<file path="src/sv/utt_pkg.sv">
`timescale 1ns / 1ps
`default_nettype none
// ----------------------------------------------------------------------------
// utt_pkg
// Shared types, constants and a helper function of the triangle tessellator.
// ----------------------------------------------------------------------------
package utt_pkg;

    localparam int COORD_WIDTH_DEF = 32;
    localparam int ID_WIDTH_DEF    = 24;
    localparam int MAX_SUB_DEF     = 6;

    // Segment count, row and column indexes all fit in this width.
    localparam int SUB_W     = 3;
    localparam int NUM_VERT  = 3;
    localparam int NUM_COORD = 3;
    localparam int VSEL_W    = 2;
    // Holds i*r0 + j*r1 + k*r2, which never exceeds n*(n-1).
    localparam int RS_W      = 5;

    typedef enum logic [4:0] {
        ST_IDLE   = 5'b00001,
        ST_DIV    = 5'b00010,
        ST_SETUP  = 5'b00100,
        ST_POINTS = 5'b01000,
        ST_TRIS   = 5'b10000
    } state_t;

    typedef struct packed {
        logic             start;
        logic [SUB_W-1:0] divisor;
    } div_ctrl_t;

    // floor((2*rs + n) / (2*n)) for the small remainder sum: rounds rs/n to
    // nearest with ties going up.
    function automatic logic [SUB_W-1:0] round_frac(input logic [RS_W-1:0] rs,
                                                    input logic [SUB_W-1:0] n);
        logic [RS_W+1:0] num;
        logic [RS_W+1:0] lim;
        logic [SUB_W-1:0] q;
        num = {1'b0, rs, 1'b0} + (RS_W+2)'(n);
        q   = '0;
        for (int m = 1; m <= MAX_SUB_DEF; m++)
        begin
            lim = (RS_W+2)'(2 * m) * (RS_W+2)'(n);
            if (num >= lim)
            begin
                q = SUB_W'(m);
            end
        end
        return q;
    endfunction

endpackage
`default_nettype wire

</file>
<file path="src/sv/utt_div.sv">
`timescale 1ns / 1ps
`default_nettype none
// ----------------------------------------------------------------------------
// utt_div
// Bit-serial floor divider of three signed coordinates by a small divisor.
// ----------------------------------------------------------------------------
module utt_div #(
    parameter int COORD_WIDTH = utt_pkg::COORD_WIDTH_DEF
) (
    input  wire logic                   clk,
    input  wire logic                   rst_n,
    input  wire utt_pkg::div_ctrl_t     ctrl,
    input  wire logic [COORD_WIDTH-1:0] dividend [utt_pkg::NUM_COORD],
    output logic                        done,
    output logic [COORD_WIDTH-1:0]      quotient [utt_pkg::NUM_COORD],
    output logic [utt_pkg::SUB_W-1:0]   remainder [utt_pkg::NUM_COORD]
);
    import utt_pkg::*;

    localparam int CNT_W = $clog2(COORD_WIDTH);

    logic                   busy_reg;
    logic                   done_reg;
    logic [CNT_W-1:0]       cnt_reg;
    logic [SUB_W-1:0]       n_reg;
    logic [COORD_WIDTH-2:0] sh_reg  [NUM_COORD];
    logic [COORD_WIDTH-1:0] quo_reg [NUM_COORD];
    logic [SUB_W-1:0]       rem_reg [NUM_COORD];
    logic [SUB_W-1:0]       rem_next [NUM_COORD];
    logic                   qbit    [NUM_COORD];
    logic [SUB_W:0]         trial   [NUM_COORD];

    // One restoring step per lane: the partial remainder stays below n, so a
    // single compare and subtract settles each quotient bit.
    always_comb
    begin
        for (int c = 0; c < NUM_COORD; c++)
        begin
            trial[c] = {rem_reg[c], sh_reg[c][COORD_WIDTH-2]};
            qbit[c]  = (trial[c] >= {1'b0, n_reg});
            if (qbit[c])
            begin
                rem_next[c] = SUB_W'(trial[c] - {1'b0, n_reg});
            end
            else
            begin
                rem_next[c] = trial[c][SUB_W-1:0];
            end
        end
    end

    always_ff @(posedge clk or negedge rst_n)
    begin
        if (!rst_n)
        begin
            busy_reg <= 1'b0;
            done_reg <= 1'b0;
            cnt_reg  <= '0;
        end
        else
        begin
            if (ctrl.start)
            begin
                busy_reg <= 1'b1;
                cnt_reg  <= CNT_W'(COORD_WIDTH - 1);
            end
            else if (busy_reg)
            begin
                cnt_reg <= cnt_reg - CNT_W'(1);
                if (cnt_reg == CNT_W'(1))
                begin
                    busy_reg <= 1'b0;
                end
            end
            done_reg <= !ctrl.start && busy_reg && (cnt_reg == CNT_W'(1));
        end
    end

    // A negative value starts from quotient -1 and remainder n-1, which keeps
    // the remainder non-negative and makes the result a floor division.
    always_ff @(posedge clk)
    begin
        if (ctrl.start)
        begin
            n_reg <= ctrl.divisor;
            for (int c = 0; c < NUM_COORD; c++)
            begin
                sh_reg[c]  <= dividend[c][COORD_WIDTH-2:0];
                quo_reg[c] <= {COORD_WIDTH{dividend[c][COORD_WIDTH-1]}};
                rem_reg[c] <= dividend[c][COORD_WIDTH-1] ?
                              SUB_W'(ctrl.divisor - SUB_W'(1)) : '0;
            end
        end
        else if (busy_reg)
        begin
            for (int c = 0; c < NUM_COORD; c++)
            begin
                sh_reg[c]  <= {sh_reg[c][COORD_WIDTH-3:0], 1'b0};
                quo_reg[c] <= {quo_reg[c][COORD_WIDTH-2:0], qbit[c]};
                rem_reg[c] <= rem_next[c];
            end
        end
    end

    assign done      = done_reg;
    assign quotient  = quo_reg;
    assign remainder = rem_reg;

endmodule
`default_nettype wire

</file>
<file path="src/sv/uniform_triangle_tessellator_core.sv">
`timescale 1ns / 1ps
`default_nettype none
// ----------------------------------------------------------------------------
// uniform_triangle_tessellator_core
// Splits each triangle into n*n sub-triangles: emits the grid points first,
// then the sub-triangles as point ids.
// ----------------------------------------------------------------------------
//  Channel   Direction  Handshake                 Contents
//  cfg       in         cfg_we                    subdivisions
//  s_axis    in         s_axis_tvalid/tready      three vertices, x y z each
//  m_axis    out        m_axis_tvalid/tready      one point or one sub-triangle
//
// Before its first result, an item passes through the bit-serial divider, which
// is reused for each of the three vertices in turn; the item then gives one result
// per cycle while the output does not stall: (n+1)(n+2)/2 points and n*n triangles.
// Output stalls hold the sequencer; a new item is taken once the previous
// item's last result sits in the output register.
// Reset clears the id counter, the overflow flag and sets subdivisions to 1.
// ----------------------------------------------------------------------------
module uniform_triangle_tessellator_core #(
    parameter int  COORD_WIDTH      = utt_pkg::COORD_WIDTH_DEF,
    parameter int  ID_WIDTH         = utt_pkg::ID_WIDTH_DEF,
    parameter int  MAX_SUBDIVISIONS = utt_pkg::MAX_SUB_DEF,
    localparam int IN_BITS          = utt_pkg::NUM_VERT * utt_pkg::NUM_COORD * COORD_WIDTH,
    localparam int IN_TDATA_W       = ((IN_BITS + 7) / 8) * 8,
    localparam int OUT_BITS         = 3 * COORD_WIDTH + 4 * ID_WIDTH + 1,
    localparam int OUT_TDATA_W      = ((OUT_BITS + 7) / 8) * 8
) (
    input  wire logic                      clk,
    input  wire logic                      rst_n,
    input  wire logic                      cfg_we,
    input  wire logic [utt_pkg::SUB_W-1:0] cfg_wdata,     // subdivisions
    input  wire logic                      s_axis_tvalid,
    output logic                           s_axis_tready,
    // ax, ay, az, bx, by, bz, cx, cy, cz
    input  wire logic [IN_TDATA_W-1:0]     s_axis_tdata,
    output logic                           m_axis_tvalid,
    input  wire logic                      m_axis_tready,
    // px, py, pz, point_id, vertex_a, vertex_b, vertex_c, id_overflow
    output logic [OUT_TDATA_W-1:0]         m_axis_tdata,
    output logic                           m_axis_tuser,  // kind
    output logic                           m_axis_tlast   // last
);
    import utt_pkg::*;

    localparam int MAX_POINTS = (MAX_SUBDIVISIONS + 1) * (MAX_SUBDIVISIONS + 2) / 2;
    localparam int PIDX_W     = $clog2(MAX_POINTS);
    localparam logic [ID_WIDTH-1:0] ID_MAX = {ID_WIDTH{1'b1}};

    state_t                 state_reg;
    state_t                 state_next;
    logic [SUB_W-1:0]       sub_reg;
    logic [SUB_W-1:0]       n_reg;
    logic [SUB_W-1:0]       n_clamped;
    logic                   div_start_reg;
    logic [VSEL_W-1:0]      vsel_reg;
    logic                   in_accept;

    logic [COORD_WIDTH-1:0] vin_reg [NUM_VERT][NUM_COORD];
    logic [COORD_WIDTH-1:0] qv_reg  [NUM_VERT][NUM_COORD];
    logic [SUB_W-1:0]       rv_reg  [NUM_VERT][NUM_COORD];

    div_ctrl_t              div_ctrl;
    logic                   div_done;
    logic [COORD_WIDTH-1:0] div_q [NUM_COORD];
    logic [SUB_W-1:0]       div_r [NUM_COORD];

    logic [COORD_WIDTH-1:0] cur_v_reg  [NUM_COORD];
    logic [COORD_WIDTH-1:0] row_v_reg  [NUM_COORD];
    logic [COORD_WIDTH-1:0] d1_reg     [NUM_COORD];
    logic [COORD_WIDTH-1:0] d0_reg     [NUM_COORD];
    logic [RS_W-1:0]        cur_rs_reg [NUM_COORD];
    logic [RS_W-1:0]        row_rs_reg [NUM_COORD];
    logic [RS_W-1:0]        dr1_reg    [NUM_COORD];
    logic [RS_W-1:0]        dr0_reg    [NUM_COORD];
    logic [COORD_WIDTH-1:0] pt_val     [NUM_COORD];

    logic [SUB_W-1:0]       i_reg;
    logic [SUB_W-1:0]       j_reg;
    logic                   pt_row_end;
    logic [PIDX_W-1:0]      tri_s_reg;
    logic [PIDX_W-1:0]      tri_t_reg;
    logic                   tri_hi_reg;
    logic [SUB_W:0]         tri_sum;
    logic                   tri_has_hi;
    logic                   tri_last;
    logic [PIDX_W-1:0]      a_idx;
    logic [PIDX_W-1:0]      c_idx;
    logic [PIDX_W-1:0]      x1_idx;
    logic [PIDX_W-1:0]      x2_idx;

    logic [ID_WIDTH-1:0]    next_id_reg;
    logic [ID_WIDTH-1:0]    start_id_reg;
    logic                   ovf_reg;

    logic                   emit;
    logic                   out_load;
    logic                   out_valid_reg;
    logic                   out_kind_reg;
    logic                   out_last_reg;
    logic                   out_ovf_reg;
    logic [COORD_WIDTH-1:0] out_p_reg [NUM_COORD];
    logic [ID_WIDTH-1:0]    out_pid_reg;
    logic [ID_WIDTH-1:0]    out_va_reg;
    logic [ID_WIDTH-1:0]    out_vb_reg;
    logic [ID_WIDTH-1:0]    out_vc_reg;

    // Id of the point at a given place within the current item; the counter
    // saturates, so every later point shares the all-ones id.
    function automatic logic [ID_WIDTH-1:0] id_of(input logic [ID_WIDTH-1:0] base,
                                                  input logic [PIDX_W-1:0] p);
        logic [ID_WIDTH:0] sum;
        sum = {1'b0, base} + (ID_WIDTH+1)'(p);
        return sum[ID_WIDTH] ? ID_MAX : sum[ID_WIDTH-1:0];
    endfunction

    assign s_axis_tready = (state_reg == ST_IDLE);
    assign in_accept     = s_axis_tvalid && s_axis_tready;

    assign n_clamped = (sub_reg == '0) ? SUB_W'(1) :
                       (sub_reg > SUB_W'(MAX_SUBDIVISIONS)) ? SUB_W'(MAX_SUBDIVISIONS) :
                       sub_reg;

    assign emit     = (state_reg == ST_POINTS) || (state_reg == ST_TRIS);
    assign out_load = emit && (!out_valid_reg || m_axis_tready);

    assign div_ctrl = '{start: div_start_reg, divisor: n_reg};

    utt_div #(
        .COORD_WIDTH(COORD_WIDTH)
    ) u_div (
        .clk      (clk),
        .rst_n    (rst_n),
        .ctrl     (div_ctrl),
        .dividend (vin_reg[vsel_reg]),
        .done     (div_done),
        .quotient (div_q),
        .remainder(div_r)
    );

    // Point grid walk.
    assign pt_row_end = (j_reg == SUB_W'(n_reg - i_reg));

    always_comb
    begin
        for (int c = 0; c < NUM_COORD; c++)
        begin
            pt_val[c] = cur_v_reg[c] + COORD_WIDTH'(round_frac(cur_rs_reg[c], n_reg));
        end
    end

    // Sub-triangle walk: row starts at s, the row above at t.
    assign tri_sum    = (SUB_W+1)'(j_reg) + (SUB_W+1)'(i_reg) + (SUB_W+1)'(1);
    assign tri_has_hi = (tri_sum < (SUB_W+1)'(n_reg));
    assign tri_last   = !tri_hi_reg && !tri_has_hi &&
                        ((SUB_W+1)'(i_reg) + (SUB_W+1)'(1) == (SUB_W+1)'(n_reg));
    assign a_idx      = tri_s_reg + PIDX_W'(j_reg);
    assign c_idx      = tri_t_reg + PIDX_W'(j_reg);
    assign x1_idx     = tri_hi_reg ? PIDX_W'(c_idx + PIDX_W'(1)) : PIDX_W'(a_idx + PIDX_W'(1));
    assign x2_idx     = tri_hi_reg ? PIDX_W'(a_idx + PIDX_W'(1)) : a_idx;

    always_comb
    begin
        state_next = state_reg;
        case (state_reg)
            ST_IDLE:
            begin
                if (s_axis_tvalid)
                begin
                    state_next = ST_DIV;
                end
            end
            ST_DIV:
            begin
                if (div_done && (vsel_reg == VSEL_W'(NUM_VERT - 1)))
                begin
                    state_next = ST_SETUP;
                end
            end
            ST_SETUP:
            begin
                state_next = ST_POINTS;
            end
            ST_POINTS:
            begin
                if (out_load && pt_row_end && (i_reg == n_reg))
                begin
                    state_next = ST_TRIS;
                end
            end
            ST_TRIS:
            begin
                if (out_load && tri_last)
                begin
                    state_next = ST_IDLE;
                end
            end
            default:
            begin
                state_next = ST_IDLE;
            end
        endcase
    end

    always_ff @(posedge clk or negedge rst_n)
    begin
        if (!rst_n)
        begin
            state_reg     <= ST_IDLE;
            sub_reg       <= SUB_W'(1);
            div_start_reg <= 1'b0;
            vsel_reg      <= '0;
            out_valid_reg <= 1'b0;
            next_id_reg   <= '0;
            ovf_reg       <= 1'b0;
            i_reg         <= '0;
            j_reg         <= '0;
            tri_s_reg     <= '0;
            tri_t_reg     <= '0;
            tri_hi_reg    <= 1'b0;
        end
        else
        begin
            state_reg     <= state_next;
            div_start_reg <= in_accept ||
                             ((state_reg == ST_DIV) && div_done &&
                              (vsel_reg != VSEL_W'(NUM_VERT - 1)));
            if (cfg_we)
            begin
                sub_reg <= cfg_wdata;
            end
            if (out_load)
            begin
                out_valid_reg <= 1'b1;
            end
            else if (m_axis_tready)
            begin
                out_valid_reg <= 1'b0;
            end

            case (state_reg)
                ST_IDLE:
                begin
                    if (in_accept)
                    begin
                        vsel_reg <= '0;
                    end
                end
                ST_DIV:
                begin
                    if (div_done && (vsel_reg != VSEL_W'(NUM_VERT - 1)))
                    begin
                        vsel_reg <= vsel_reg + VSEL_W'(1);
                    end
                end
                ST_SETUP:
                begin
                    i_reg <= '0;
                    j_reg <= '0;
                end
                ST_POINTS:
                begin
                    if (out_load)
                    begin
                        if (next_id_reg == ID_MAX)
                        begin
                            ovf_reg <= 1'b1;
                        end
                        else
                        begin
                            next_id_reg <= next_id_reg + ID_WIDTH'(1);
                        end
                        if (!pt_row_end)
                        begin
                            j_reg <= j_reg + SUB_W'(1);
                        end
                        else if (i_reg == n_reg)
                        begin
                            i_reg      <= '0;
                            j_reg      <= '0;
                            tri_s_reg  <= '0;
                            tri_t_reg  <= PIDX_W'(n_reg) + PIDX_W'(1);
                            tri_hi_reg <= 1'b0;
                        end
                        else
                        begin
                            i_reg <= i_reg + SUB_W'(1);
                            j_reg <= '0;
                        end
                    end
                end
                ST_TRIS:
                begin
                    if (out_load)
                    begin
                        if (!tri_hi_reg && tri_has_hi)
                        begin
                            tri_hi_reg <= 1'b1;
                        end
                        else if (tri_hi_reg)
                        begin
                            tri_hi_reg <= 1'b0;
                            j_reg      <= j_reg + SUB_W'(1);
                        end
                        else
                        begin
                            // End of a row: the row above becomes the base.
                            i_reg     <= i_reg + SUB_W'(1);
                            j_reg     <= '0;
                            tri_s_reg <= tri_t_reg;
                            tri_t_reg <= tri_t_reg + PIDX_W'(n_reg) - PIDX_W'(i_reg);
                        end
                    end
                end
                default:
                begin
                end
            endcase
        end
    end

    always_ff @(posedge clk)
    begin
        if (in_accept)
        begin
            n_reg        <= n_clamped;
            start_id_reg <= next_id_reg;
            for (int v = 0; v < NUM_VERT; v++)
            begin
                for (int c = 0; c < NUM_COORD; c++)
                begin
                    vin_reg[v][c] <=
                        s_axis_tdata[(v * NUM_COORD + c) * COORD_WIDTH +: COORD_WIDTH];
                end
            end
        end

        if ((state_reg == ST_DIV) && div_done)
        begin
            qv_reg[vsel_reg] <= div_q;
            rv_reg[vsel_reg] <= div_r;
        end

        // Start at the third vertex, where n*q2 equals the vertex minus r2
        // and the remainder sum is n*r2; then step by the quotient deltas.
        if (state_reg == ST_SETUP)
        begin
            for (int c = 0; c < NUM_COORD; c++)
            begin
                cur_v_reg[c]  <= vin_reg[2][c] - COORD_WIDTH'(rv_reg[2][c]);
                row_v_reg[c]  <= vin_reg[2][c] - COORD_WIDTH'(rv_reg[2][c]);
                cur_rs_reg[c] <= RS_W'(n_reg) * RS_W'(rv_reg[2][c]);
                row_rs_reg[c] <= RS_W'(n_reg) * RS_W'(rv_reg[2][c]);
                d1_reg[c]     <= qv_reg[1][c] - qv_reg[2][c];
                d0_reg[c]     <= qv_reg[0][c] - qv_reg[2][c];
                dr1_reg[c]    <= RS_W'(rv_reg[1][c]) - RS_W'(rv_reg[2][c]);
                dr0_reg[c]    <= RS_W'(rv_reg[0][c]) - RS_W'(rv_reg[2][c]);
            end
        end

        if ((state_reg == ST_POINTS) && out_load)
        begin
            for (int c = 0; c < NUM_COORD; c++)
            begin
                if (!pt_row_end)
                begin
                    cur_v_reg[c]  <= cur_v_reg[c] + d1_reg[c];
                    cur_rs_reg[c] <= cur_rs_reg[c] + dr1_reg[c];
                end
                else
                begin
                    row_v_reg[c]  <= row_v_reg[c] + d0_reg[c];
                    cur_v_reg[c]  <= row_v_reg[c] + d0_reg[c];
                    row_rs_reg[c] <= row_rs_reg[c] + dr0_reg[c];
                    cur_rs_reg[c] <= row_rs_reg[c] + dr0_reg[c];
                end
            end
        end

        if (out_load)
        begin
            if (state_reg == ST_POINTS)
            begin
                out_kind_reg <= 1'b0;
                out_last_reg <= 1'b0;
                out_p_reg    <= pt_val;
                out_pid_reg  <= next_id_reg;
                out_va_reg   <= '0;
                out_vb_reg   <= '0;
                out_vc_reg   <= '0;
                out_ovf_reg  <= ovf_reg || (next_id_reg == ID_MAX);
            end
            else
            begin
                out_kind_reg <= 1'b1;
                out_last_reg <= tri_last;
                for (int c = 0; c < NUM_COORD; c++)
                begin
                    out_p_reg[c] <= '0;
                end
                out_pid_reg  <= '0;
                out_va_reg   <= id_of(start_id_reg, c_idx);
                out_vb_reg   <= id_of(start_id_reg, x1_idx);
                out_vc_reg   <= id_of(start_id_reg, x2_idx);
                out_ovf_reg  <= ovf_reg;
            end
        end
    end

    assign m_axis_tvalid = out_valid_reg;
    assign m_axis_tuser  = out_kind_reg;
    assign m_axis_tlast  = out_last_reg;
    assign m_axis_tdata  = OUT_TDATA_W'({out_ovf_reg, out_vc_reg, out_vb_reg, out_va_reg,
                                         out_pid_reg, out_p_reg[2], out_p_reg[1],
                                         out_p_reg[0]});

`ifndef SYNTHESIS
    a_ovf_sticky: assert property (@(posedge clk) disable iff (!rst_n)
        ovf_reg |=> ovf_reg)
        else $error("id overflow flag cleared without reset");

    a_div_in_div: assert property (@(posedge clk) disable iff (!rst_n)
        div_done |-> (state_reg == ST_DIV))
        else $error("divider finished outside the divide phase");

    a_tri_zero: assert property (@(posedge clk) disable iff (!rst_n)
        (m_axis_tvalid && m_axis_tuser) |->
        (m_axis_tdata[3*COORD_WIDTH+ID_WIDTH-1:0] == '0))
        else $error("triangle item carries point data");

    a_last_tri: assert property (@(posedge clk) disable iff (!rst_n)
        (m_axis_tvalid && m_axis_tlast) |-> m_axis_tuser)
        else $error("final item of a triangle is not a sub-triangle");
`endif

endmodule
`default_nettype wire
</file>
<file path="config.mk">
export PLATFORM = sky130hd
export DESIGN_NAME = uniform_triangle_tessellator_core
export DESIGN_NICKNAME = d
export VERILOG_FILES = /design/src/sv/utt_pkg.sv /design/src/sv/utt_div.sv /design/src/sv/uniform_triangle_tessellator_core.sv
export SDC_FILE = /design/constraint.sdc
export NUM_CORES = 2
export LEC_CHECK = 0
export BUFFER_PORTS_ARGS = -buffer_cell sky130_fd_sc_hd__clkbuf_2
export CAP_MARGIN = 20
export CORE_MARGIN = 5
export CORE_UTILIZATION = 50
export DETAILED_ROUTE_END_ITERATION = 8
export GPL_TIMING_DRIVEN = 0
export PLACE_DENSITY = 0.68
export SLEW_MARGIN = 0
export SYNTH_ARGS = -nofsm -noshare
export SYNTH_HDL_FRONTEND = slang
export SYNTH_SLANG_ARGS = --single-unit
</file>
<file path="constraint.sdc">
create_clock -name clk -period 15.5 [get_ports clk]
set_input_delay 0.775 -clock clk [delete_from_list [all_inputs] [get_ports clk]]
set_output_delay 0.775 -clock clk [all_outputs]
set_load 0.01 [all_outputs]
</file>
**Yosys cells after proc, flatten, opt, wreduce, memory -nomap -nowiden**

Memory sizes are Yosys's and may differ from the RTL's.
Cells that the tools add are included.

- $mul: 6
- Equal/unequal tests: 24
- Add/subtract/negate cells: 56
- Muxes and demuxes: 122
- Divide/modulo/power cells: 0
- Order comparisons: 23
- Shift-type cells: 0
- Reductions and logical operators: 37
- Bitwise gates (word level): 22

Operator list:

| operator | count |
|---|---|
| $mux W32 | 9 |
| $add A32 B32 Y32 | 6 |
| $mux W96 | 2 |
| $sub A32 B32 Y32 | 6 |
| $mux W5 | 29 |
| $add A32 B3 Y32 | 3 |
| $mux W3 | 32 |
| $sub A32 B3 Y32 | 3 |
| $mux W31 | 3 |
| $add A24 B5 Y25 | 3 |
| $mux W24 | 3 |
| $ge A7 B6 Y1 | 6 |
| $ge A7 B7 Y1 | 6 |
| $mux W1 | 32 |
| $add A5 B5 Y5 | 6 |
| $pmux W5 S5 | 1 |
| $add A24 B1 Y24 const B | 1 |
| $eq A24 B24 Y1 const B | 1 |
| $sub A3 B3 Y4 | 6 |
| $add A6 B3 Y7 | 3 |
| $ge A7 B4 Y1 | 3 |
| $ge A7 B5 Y1 | 3 |
| $or A1 B1 Y1 | 21 |
| $ne A2 B2 Y1 const B | 10 |
| 44 further kinds | 92 |

- Latch bits: 0
- Logic and storage cells: 336
- Memory bits (writable): 1,140
- Output and inout port bits: 204
- Memory bits (read-only): 0
- Memories kept: 12
- Input bits: 296
- Register bits: 391

Memory list:

| memory | words | width | rd ports | clocked after memory_dff | write ports | line | text |
|---|---|---|---|---|---|---|---|
| qv_reg | 3 | 96 | 3 | 0 | 1 | uniform_triangle_tessellator_core.sv:60 | `logic [COORD_WIDTH-1:0] qv_reg [NUM_VERT][NUM_COORD];` |
| vin_reg | 3 | 96 | 2 | 0 | 3 | uniform_triangle_tessellator_core.sv:59 | `logic [COORD_WIDTH-1:0] vin_reg [NUM_VERT][NUM_COORD];` |
| cur_v_reg | 3 | 32 | 3 | 0 | 3 | uniform_triangle_tessellator_core.sv:68 | `logic [COORD_WIDTH-1:0] cur_v_reg [NUM_COORD];` |
| d0_reg | 3 | 32 | 3 | 0 | 3 | uniform_triangle_tessellator_core.sv:71 | `logic [COORD_WIDTH-1:0] d0_reg [NUM_COORD];` |
| d1_reg | 3 | 32 | 3 | 0 | 3 | uniform_triangle_tessellator_core.sv:70 | `logic [COORD_WIDTH-1:0] d1_reg [NUM_COORD];` |
| row_v_reg | 3 | 32 | 3 | 0 | 3 | uniform_triangle_tessellator_core.sv:69 | `logic [COORD_WIDTH-1:0] row_v_reg [NUM_COORD];` |
| 6 more memories | - | - | - | - | - | - |  |

**Depth between registers and ports, before layout**

An unclocked memory read counts as a cell.

- Depth after elaboration: 10
- Gate-level depth with buffers: 24
- Gate-level depth less buffers: 24

**By module**

From an unflattened synthesis, not the netlist that was laid out.

- Cell total of the unflattened synthesis: 7,227
- Area total of the unflattened synthesis: 83,711.5 um^2

Modules (own cells, without submodules):

| module | instances | cells an instance | area an instance (um^2) |
|---|---|---|---|
| uniform_triangle_tessellator_core | 1 | 6,586 | 74,604.1 |
| utt_div | 1 | 641 | 9,107.5 |

**Worst setup path after synthesis**

OpenSTA, ideal clock, no wires.

- Kind: flip-flop to flip-flop
- Start: register state_reg[1]
- End: register tri_t_reg[3]
- Slack: 2.707 ns
- Buffers on the path: 1
- Stages on the path, launching flop included: 10
- Clock period less this slack: 12.793 ns
- Library setup time: 0.132 ns
- Required time: 15.368 ns
- Arrival: 12.660 ns
- Cells stage by stage: dfrtp_1 -> or3_1 -> nor3b_4 -> inv_2 -> a21oi_1 -> o21ai_1 -> or2_2 -> clkbuf_1 -> a311oi_1 -> a21oi_1

- Word-level cells in the longest chain between the ends: 5
- Elaborated cells on any way between the ends: 13
- Classes of those cells: 8 x eq/ne; 1 x mux; 4 x reduce/logical

RTL lines:

| element | line | text |
|---|---|---|
| start: declaration | uniform_triangle_tessellator_core.sv:50 | `state_t state_reg;` |
| start signal: assignment | uniform_triangle_tessellator_core.sv:224 | `state_reg <= state_next;` |
| $eq A5 B4 Y1 / $eq A5 B5 Y1 (equally long branches) | uniform_triangle_tessellator_core.sv:124 | `assign emit = (state_reg == ST_POINTS) \|\| (state_reg == ST_TRIS);` |
| $logic_or A1 B1 Y1 * | uniform_triangle_tessellator_core.sv:124 |  |
| $logic_and A1 B1 Y1 * | uniform_triangle_tessellator_core.sv:125 | `assign out_load = emit && (!out_valid_reg \|\| m_axis_tready);` |
| via out_load | uniform_triangle_tessellator_core.sv:97 | `logic out_load;` |
| $ne A2 B2 Y1 (no line) | - |  |
| $reduce_and A7 Y1 (no line) * | - |  |
| end signal: assignment | uniform_triangle_tessellator_core.sv:282 | `tri_t_reg <= PIDX_W'(n_reg) + PIDX_W'(1);` |
| end signal: assignment | uniform_triangle_tessellator_core.sv:311 | `tri_t_reg <= tri_t_reg + PIDX_W'(n_reg) - PIDX_W'(i_reg);` |
| end: declaration | uniform_triangle_tessellator_core.sv:82 | `logic [PIDX_W-1:0] tri_t_reg;` |

Mark *: on every way through the listed nets, which the timed path passes. The rest lies on a longest branch.
A chain may end at the register's enable or synchronous reset.

**Final worst setup path**

- Start: register n_reg[0]
- End: register out_p_reg (netlist bit m_axis_tdata[29]) (data pin)

- Word-level cells in the longest chain between the ends: 9
- Elaborated cells on any way between the ends: 17
- Classes of those cells: 2 x add/sub; 3 x mul; 6 x order compare; 6 x mux

RTL lines:

| element | line | text |
|---|---|---|
| start: declaration | uniform_triangle_tessellator_core.sv:53 | `logic [SUB_W-1:0] n_reg;` |
| start signal: assignment | uniform_triangle_tessellator_core.sv:326 | `n_reg <= n_clamped;` |
| parallel branches: the longest is 7 deep, another holds $ge A7 B6 Y1 | - |  |
| $mux W3 * | utt_pkg.sv:46 | `if (num >= lim)` |
| $add A32 B3 Y32 * | uniform_triangle_tessellator_core.sv:148 | `pt_val[c] = cur_v_reg[c] + COORD_WIDTH'(round_frac(cur_rs_reg[c], n_reg));` |
| end signal: assignment | uniform_triangle_tessellator_core.sv:386 | `out_p_reg <= pt_val;` |
| end: declaration | uniform_triangle_tessellator_core.sv:102 | `logic [COORD_WIDTH-1:0] out_p_reg [NUM_COORD];` |

Mark *: on every way between the ends.

==> metrics.cfg <==
[grt]
grt_pass1_wl_mm=371.9
use_met2=0.4720
grt_max_degree=145
grt_busiest_layer=met2
grt_usage=0.2842
grt_util_met3=0.04300
use_met1=0.3533
grt_overflow=0
antenna_found_initial=29
grt_pass1_vias=59210

[place]
placed_area_um2=90210
place.gp.congestion=0.9526
dp_hpwl_mm=198.7
place_inst=10150
port-buffer-count=492

[logic_synthesis]
synth_mux_area_frac=0.01813
async_flop_share=0.04000
syn_area_um2=83840
synth_cell_types=100
ys.flop_type=edfxtp_1
synth_area_per_cell_um2=11.35
synth_area_leaders=edfxtp_1 52%, ha_1 8.5%, a21oi_1 3.9%, xnor2_1 3.8%, nor2_1 2.8%
synth_edf_count=1464
synth_common_cells=1464 x edfxtp_1, 656 x a21oi_1, 625 x nor2_1
synth_seq_cells=1525
synth_area_leader_cell=edfxtp_1
synth-simple-area-share=0.1106
synthCells=7389
synth_top_cell_area_share=0.5244
synthXorXnorAreaFrac=0.06560
synth_top_family_by_area=compound AO/OA/AOI/OAI gates
synth.most_common_cell=edfxtp_1
synth_compound_area_frac=0.1338
synth_fa_ha_area_frac=0.09784
yosysSeqAreaShare=0.5426
yosys_warnings=0

[power]
switching_share=0.3501
combPwrFrac=0.299
cell_internal_pwr_uw=9379
clock_power_share=0.273
seq_power_share=0.428
p_sw_uw=5052
pwr_density_cell_nw_per_um2=150.8
p_leak_uw=0.03732
ir_worst_vdd_v=0.0001350
power_uw=14430

[routing]
first_iter_violations=5878
drc=0
vias=61330
postRouteAntennaNets=0
drt_wl_total_mm=257.5
avgViaCountPerCell=5.855
firstDrtPassIters=6
wl_per_cell_um=24.58

[worst_setup_path]
critical_path_class=reg -> reg
required_ns=16.06
crit_chain=clkbuf_1 > inv_1 > ha_1 > inv_1 > ha_1 > a21oi_1 > nor2b_1 > o21ai_0 > nand2b_1 > a21oi_1 > nand2_1 > a21o_1 > ha_1 > a21o_1 > a21oi_1 > nor3_1 > and4_1 > and3_1 > inv_1 > nor2_1 > nand3_1 > xor2_1 > nor2_1
startpoint_type=register
r2r_end=m_axis_tdata[29]$_SDFFCE_PN0P_
cpPeakStageDelay_ns=0.95
r2r_cells=23
cp-end-kind=register
crit_slowest_cell=edfxtp_1
critical_path_arrival_ns=8.00
r2r-start=n_reg[0]$_SDFFCE_PN1P_
worstPathMaxFanout=17
rrSetupSlack_ns=8.06

[floorplan]
die-area_um2=176000
ios=500
die_width_um=419.5
num_rows=150
initial_core_util=0.5019
dieHeight_um=419.5
core_um2=167000

[timing]
period_needed_ns=7.445
worst_pin_slew_ns=1.321
setup_viol=0
hold_viol=0
rsz0062_at_grt=false
fmax_mhz=134.3
slew_violations=0
finalCritPeriodShare=0.4803
skew_ns=0.06109
maxSlewHeadroom=0.1197

[clock_tree]
cts_buffers=168
clockRootBuffer=clkbuf_16
htreeDepth=4
path_clk_slew_ns=0.06
clkSinkCount=1525
cts_tree=yes
clk_latency_ns=0.84
cts_buffer_depth=3
cts.repair.resized=0

[final_layout]
fin_util=0.5729
final_cells=10480
fin_nets=9032
syn_to_final_growth_pct=14.13
drive_above_1_share=0.1075
nFillCells=13940
fin_area_um2=95690

[status]
status=finished, final reports clean

[worst_hold_path]
hold_path_depth=1
hold_path.class=in -> reg
hold_start=s_axis_tdata[100]
hold-path-endpoint=vin_reg[1][68]$_DFFE_PP_

[job]
drv_cap=0

## placed cells by master (no fill, tap or decap), types with 21 or more instances in the layout
cell          n
edfxtp_1   1464
a21oi_1     655
nor2_1      625
ha_1        570
clkbuf_2    497
nand2_1     472
inv_1       454
o21ai_0     437
xnor2_1     361
xor2_1      267
clkbuf_1    241
a21o_1      211
clkbuf_16   168
nand3_1     155
mux2i_1     144
nor3_1      120
a211oi_1     89
nand2b_1     84
nor2b_1      83
and3_1       78
o21a_1       77
nand4_1      75
and2_1       60
dfrtp_1      59
fa_1         53
or3_1        48
o211ai_1     46
o21bai_1     40
clkinv_1     39
a31oi_1      29
nor4_1       22
nor3b_1      21
clkinv_2     21
## layout make-up
class / instances / area, µm² / area share
clock inverter: 101 / 1022 / 0.01068
multi-input combinational: 5176 / 35780 / 0.3739
clock buffer: 208 / 4394 / 0.04592
timing repair buffer: 548 / 3527 / 0.03686
tap: 2204 / 2758 / 0.02882
buffer: 236 / 930.9 / 0.009729
antenna: 20 / 50.05 / 0.0005230
sequential: 1525 / 45490 / 0.4754
inverter: 458 / 1734 / 0.01812
## through the flow
step | setup TNS (ns) | hold WS [ns] | worst slack, ns
floorplan | 0 | 0.4296 | 2.707
global placement | -276.31 | 0.4414 | -3.574
finish | 0 | 0.1131 | 8.055
global route | 0 | 0.07198 | 7.717
CTS | 0 | 0.05115 | 8.259
detailed placement | 0 | 0.4588 | 8.287
## how the worst max path moves through the flow
stage,start,endpoint,slack (ns)
floorplan,state_reg[1]$_DFFE_PN0P_,tri_t_reg[3]$_DFFE_PN0P_,2.71
global placement,state_reg[1]$_DFFE_PN0P_,tri_t_reg[3]$_DFFE_PN0P_,-3.57
detailed placement,n_reg[2]$_SDFFCE_PN0P_,m_axis_tdata[29]$_SDFFCE_PN0P_,8.29
CTS,n_reg[0]$_SDFFCE_PN1P_,m_axis_tdata[60]$_SDFFCE_PN0P_,8.26
global route,n_reg[2]$_SDFFCE_PN0P_,m_axis_tdata[60]$_SDFFCE_PN0P_,7.72
finish,n_reg[0]$_SDFFCE_PN1P_,m_axis_tdata[29]$_SDFFCE_PN0P_,8.06
## timing repair
item | 4_1_cts | 5_1_grt
buffers inserted | 0 | 0
hold buffers | 1 | 0
endpoints found under the hold margin | 59 | 0
## routing by layer
layer / routed length [µm] / up-vias
met1: 100100 / 29840
met5: 43 / -
met2: 122700 / 2353
met4: 17450 / 6
li1: - / 28540
met3: 17140 / 593
## power groups by stage
| stage | logic [µW] | clock network [µW] | registers (µW) |
|---|---|---|---|
| detailed placement | 4230 | 0 | 6240 |
| global placement | 4050 | 0 | 6410 |
| floorplan | 2690 | 0 | 6150 |
| CTS | 4260 | 4000 | 6170 |
| finish | 4310 | 3950 | 6180 |
| global route | 4700 | 4180 | 6230 |
## kinds of logic after synthesis
| family | count (synthesis) |
|---|---|
| multiplexers | 151 |
| AO/OA/AOI/OAI | 1827 |
| buffers and inverters | 694 |
| adder cells (fa/ha/maj) | 624 |
| AND/OR/NAND/NOR | 1939 |
| other | 1 |
| flip-flops | 1525 |
| XOR/XNOR | 628 |
## critical path: cells and delay by family, from the launching register on
family,cells,cell delay (ns)
AO/OA/AOI/OAI,6,1.07
XOR/XNOR,1,0.16
adder cells (fa/ha/maj),3,1.35
buffers and inverters,4,1.57
flip-flops,1,0.95
AND/OR/NAND/NOR,9,2.06
(Power assumes the default switching activity.)
